<file path="src/rtl/core/mjt_pkg.sv">
package mjt_pkg;

    localparam int FRAC_BITS_DEF = 16;
    localparam int SFRAC         = 30;      // fraction bits of normalized time
    localparam int CFG_IDX_W     = 3;
    localparam int CFG_DATA_W    = 32;
    localparam int DUR_W         = 31;
    localparam int S_W           = SFRAC + 1;

    localparam int S_DIV_LAT     = S_W;
    localparam int POLY_LAT      = 5;
    localparam int VEL_QW        = 32;
    localparam int AXIS_LAT      = 4 + VEL_QW;
    localparam int PIPE_LAT      = S_DIV_LAT + POLY_LAT + AXIS_LAT;
    localparam int LAT_TOTAL     = PIPE_LAT + 2;

    typedef enum logic [CFG_IDX_W-1:0] {
        REG_START_X  = 3'd0,
        REG_START_Y  = 3'd1,
        REG_END_X    = 3'd2,
        REG_END_Y    = 3'd3,
        REG_DURATION = 3'd4
    } mjt_reg_t;

    typedef enum logic [1:0] {
        CASE_RUN,
        CASE_PRE,
        CASE_POST
    } mjt_case_t;

    // One axis at the end of its pipe: position and the velocity divider result.
    typedef struct packed {
        logic signed [31:0] pos;
        logic               q_neg;
        logic               ovf;
        logic [VEL_QW-1:0]  quo;
    } mjt_axis_res_t;

endpackage

</file>
<file path="src/rtl/core/mjt_pipe_div.sv">
module mjt_pipe_div #(
    parameter int QW = mjt_pkg::S_W
) (
    input  logic                       clk,
    input  logic [mjt_pkg::DUR_W-1:0]  rem_in,
    input  logic [QW-1:0]              lo_in,
    input  logic [mjt_pkg::DUR_W-1:0]  dvs,
    output logic [QW-1:0]              quo
);
    import mjt_pkg::*;

    // Restoring division, one quotient bit per stage. rem_in must be below dvs.
    logic [DUR_W-1:0] rem_reg [QW-1];
    logic [QW-1:0]    lo_reg  [QW-1];
    logic [QW-1:0]    q_reg   [QW];

    genvar k;
    generate
        for (k = 0; k < QW; k++)
        begin : g_step
            logic [DUR_W-1:0] rem_cur;
            logic [QW-1:0]    lo_cur;
            logic [QW-1:0]    q_cur;
            logic [DUR_W:0]   trial;
            logic [DUR_W:0]   diff;
            logic             ge;

            if (k == 0)
            begin : g_first
                assign rem_cur = rem_in;
                assign lo_cur  = lo_in;
                assign q_cur   = '0;
            end
            else
            begin : g_next
                assign rem_cur = rem_reg[k-1];
                assign lo_cur  = lo_reg[k-1];
                assign q_cur   = q_reg[k-1];
            end

            assign trial = {rem_cur, lo_cur[QW-1]};
            assign diff  = trial - {1'b0, dvs};
            assign ge    = (trial >= {1'b0, dvs});

            always_ff @(posedge clk)
            begin
                q_reg[k] <= {q_cur[QW-2:0], ge};
            end

            if (k < QW - 1)
            begin : g_carry
                always_ff @(posedge clk)
                begin
                    rem_reg[k] <= ge ? diff[DUR_W-1:0] : trial[DUR_W-1:0];
                    lo_reg[k]  <= lo_cur << 1;
                end
            end
        end
    endgenerate

    assign quo = q_reg[QW-1];

endmodule

</file>
<file path="config.mk">
export PLATFORM = sky130hd
export DESIGN_NAME = mjt_pipe_div
export DESIGN_NICKNAME = d
export VERILOG_FILES = /design/src/rtl/core/mjt_pkg.sv /design/src/rtl/core/mjt_pipe_div.sv
export SDC_FILE = /design/constraint.sdc
export NUM_CORES = 2
export LEC_CHECK = 0
export ABC_CLOCK_PERIOD_IN_PS = 5200
export BUFFER_PORTS_ARGS = -buffer_cell sky130_fd_sc_hd__buf_4
export CORE_ASPECT_RATIO = 1.75
export CORE_MARGIN = 2
export CORE_UTILIZATION = 65
export CTS_BUF_LIST = sky130_fd_sc_hd__clkbuf_4
export DETAILED_ROUTE_END_ITERATION = 7
export PLACE_DENSITY = 0.82
export SYNTH_ARGS = -nofsm -noshare
export SYNTH_HDL_FRONTEND = slang
export SYNTH_SLANG_ARGS = --single-unit
</file>
<file path="constraint.sdc">
create_clock -name clk -period 5.2 [get_ports clk]
set_input_delay 1.04 -clock clk [delete_from_list [all_inputs] [get_ports clk]]
set_output_delay 1.04 -clock clk [all_outputs]
set_load 0.03 [all_outputs]
</file>
==> impl_results.md <==
- DRC viols: 0
- First-pass GRT wire length: 438000 um
- Final Instance Area: 104000 sq um
- Clk pwr share: 14.0%
- Synth top area cells: dfxtp_1, ha_1, a21oi_1
- CP arrival: 5.96 ns
- CTS tree: built
- Core area: 142000 sq um
- Grt ovf: 0
- Wire length per cell: 22.8 um
- Vias: 78816
- Final setup TNS: 0 ns
- Relative slew slack: 19.5%
- Count of final hold-check violations: 0
- Top post-synthesis cells by count: dfxtp_1, ha_1, a21oi_1
- H-Tree Depth: 5
- Mean post-synth cell area: 9.48 sq um
- Worst Path Class, Setup: flop to flop
- Buffers on Ports: 124
- Final nets: 11605
- Post-CTS sizing: 0
- Pint: 46.1 mW
- Maxcap violations: 0
- Worst min-delay path class: input pin to flop
- Die ar.: 146000 sq um
- Synth top area share: 40.7%
- Worst-margin pin slew: 1.20 ns
- Routed WL: 290000 um
- Clock tree buffer depth: 4
- HPWL after DPL: 221000 um
- Cts hold-fix bufs: 61
- Most frequent cell after synthesis: dfxtp_1
- Worst-Skew Late Latency: 1.43 ns
- Routability cong.: 1.03
- Logic pwr share: 55.8%
- Register area share after synthesis: 40.7%
- Flops & latches, synth: 1891
- Part of the power in registers: 30.2%
- Area grow syn2layout: 12.1%
- Data required time of the worst path: 6.47 ns
- Initial antenna violation count: 14
- CTS sink cnt: 1891
- Initial Util: 65.5%
- Crit-path max FO: 16
- Async S/R FF share, synth: 0%
- RSZ-0062 raised after global routing: no
- Post-Syn Instances: 9824
- CTS Root Cell: clkbuf_4
- Cell row count: 183
- Final setup vio count: 0
- DR pass1 iterations: 8
- I/O pins: 125
- Leak Pwr: 47.5 nW
- Die width: 290 um
- Total CTS buffers: 424
- EDFF count, synth: 0
- Tcrit/Tclk final: 90.3%
- Largest register FFs: 930
- Fin crit period: 4.69 ns
- Worst-path clk slew: 0.07 ns
- Die height: 505 um
- Vias/cell: 6.20
- DR iter-0 viols: 4230
- Max VDD drop: 447 uV
- Max Clk Rate: 0.213 GHz
- Largest net degree at the start of global routing: 63
- Sw frac: 43.5%
- Unique masters post-synth: 104
- Sw Pwr: 35.4 mW
- Worst Setup End Kind: flop
- ANT nets after route: 0
- Synth Net Count: 10909
- Synthesized area: 93100 sq um
- Post-synth top area cell: dfxtp_1
- Ys Warns: 0
- Post-CTS setup buffer count: 0
- Power Density: 781 nW/um^2
- Placed inst area: 98500 sq um
- Top FF cell, synth: dfxtp_1
- Number of global-route vias before repair: 81474
- Max-slew violation count: 0
- Outcome: completed
- Total GRT Usage: 38.6%
- Share of cells above drive strength 1: 12.1%
- Clock skew: 0.131 ns
- Startpoint Class: flop
[cell usage in the layout, fill, tap and decap left out, types with 61 or more instances in the layout]
cell type and n:
mux2_2 129, clkinv_1 121, inv_1 262, nor3_1 112, nand4_1 135, mux2_1 214
o21ai_1 216, nand2b_1 140, o21ai_0 463, xnor2_1 465, o21bai_1 108, ha_1 961
buf_4 381, nor2b_1 136, nor2_1 648, a31oi_1 84, a21oi_1 958, dfxtp_1 1891
a21o_1 503, nand3_1 132, dlygate4sd3_1 61, clkbuf_4 566, o21a_1 126, xor2_1 318
and3_1 89, nand2_1 696
[per-stage QoR]
step | std cells | utilization [%] | worst slack [ns] | hold slack (ns) | power, mW
4_1_cts | 12686 | 73.3 | 0.871 | 0.0956 | 80.8
6_report | 12715 | 73.4 | 0.507 | 0.183 | 81.5
2_1_floorplan | 9824 | - | 0.731 | 0.310 | 55.8
5_1_grt | 12706 | 73.4 | 0.444 | 0.138 | 86.8
3_5_place_dp | 11883 | 69.2 | 0.142 | 0.312 | 69.0
3_3_place_gp | 11883 | 69.2 | 0.283 | 0.309 | 67.5
[path summary, 6_finish.rpt]
path,from,endpoint,slack (ns),cells after the start
min reg2reg,q_reg[0][316]$_DFF_P_,q_reg[0][348]$_DFF_P_,0.25,0
max,lo_reg[1][209]$_DFF_P_,rem_reg[1][247]$_DFF_P_,0.51,16
max reg2reg,lo_reg[1][209]$_DFF_P_,rem_reg[1][247]$_DFF_P_,0.51,16
min,rem_in[30],q_reg[0][0]$_DFF_P_,0.18,5
[kinds of logic after synthesis]
kind of cell,synth area share (%)
AOI/OAI and AO/OA,20.1
and+or+nand+nor,11.7
DFF,40.7
adders and majority gates,13.6
xor gates and xnor gates,7.37
buffers and inverters,2.20
muxes,4.40
[worst max-delay path, cell delays in order, from the launching register on]
cell,delay (ns)
dfxtp_1,0.77
inv_1,0.12
ha_1,0.24
fa_1,0.41
nor2b_1,0.13
o21a_1,0.14
o21ai_0,0.11
a21oi_1,0.22
o21ai_1,0.20
o21ai_1,0.76
nor2_1,0.11
or4b_1,0.56
nand2_2,0.11
buf_4,0.16
buf_4,0.21
nor2_1,0.06
a21oi_1,0.23
[per-layer routing]
layer	vias up	global-route usage [%]	part of all wire [%]
met4	8	44.6	13
li1	37094	-	-
met3	1654	8.04	5.7
met1	36866	32.4	31
met5	-	0	0.016
met2	3194	70.4	50
[power groups by stage]
stage	clock [mW]	combinational, mW	sequential [mW]
after global placement	0	42.9	24.6
after global routing	12.3	49.5	24.9
after CTS	11.6	44.7	24.5
after floorplan	0	33.0	22.9
final	11.4	45.5	24.6
after detailed placement	0	44.2	24.7
[area by class of cell]
class	count	area [sq um]
diodes	29	72.6
clock buffers	566	4250
clock inverters	176	953
fillers	10412	37900
inverters	297	1110
multi-input cells	7417	53400
flip-flops and latches	1891	37900
well taps	1850	2310
repair buffers	489	4410
(Power assumes the default switching activity.)
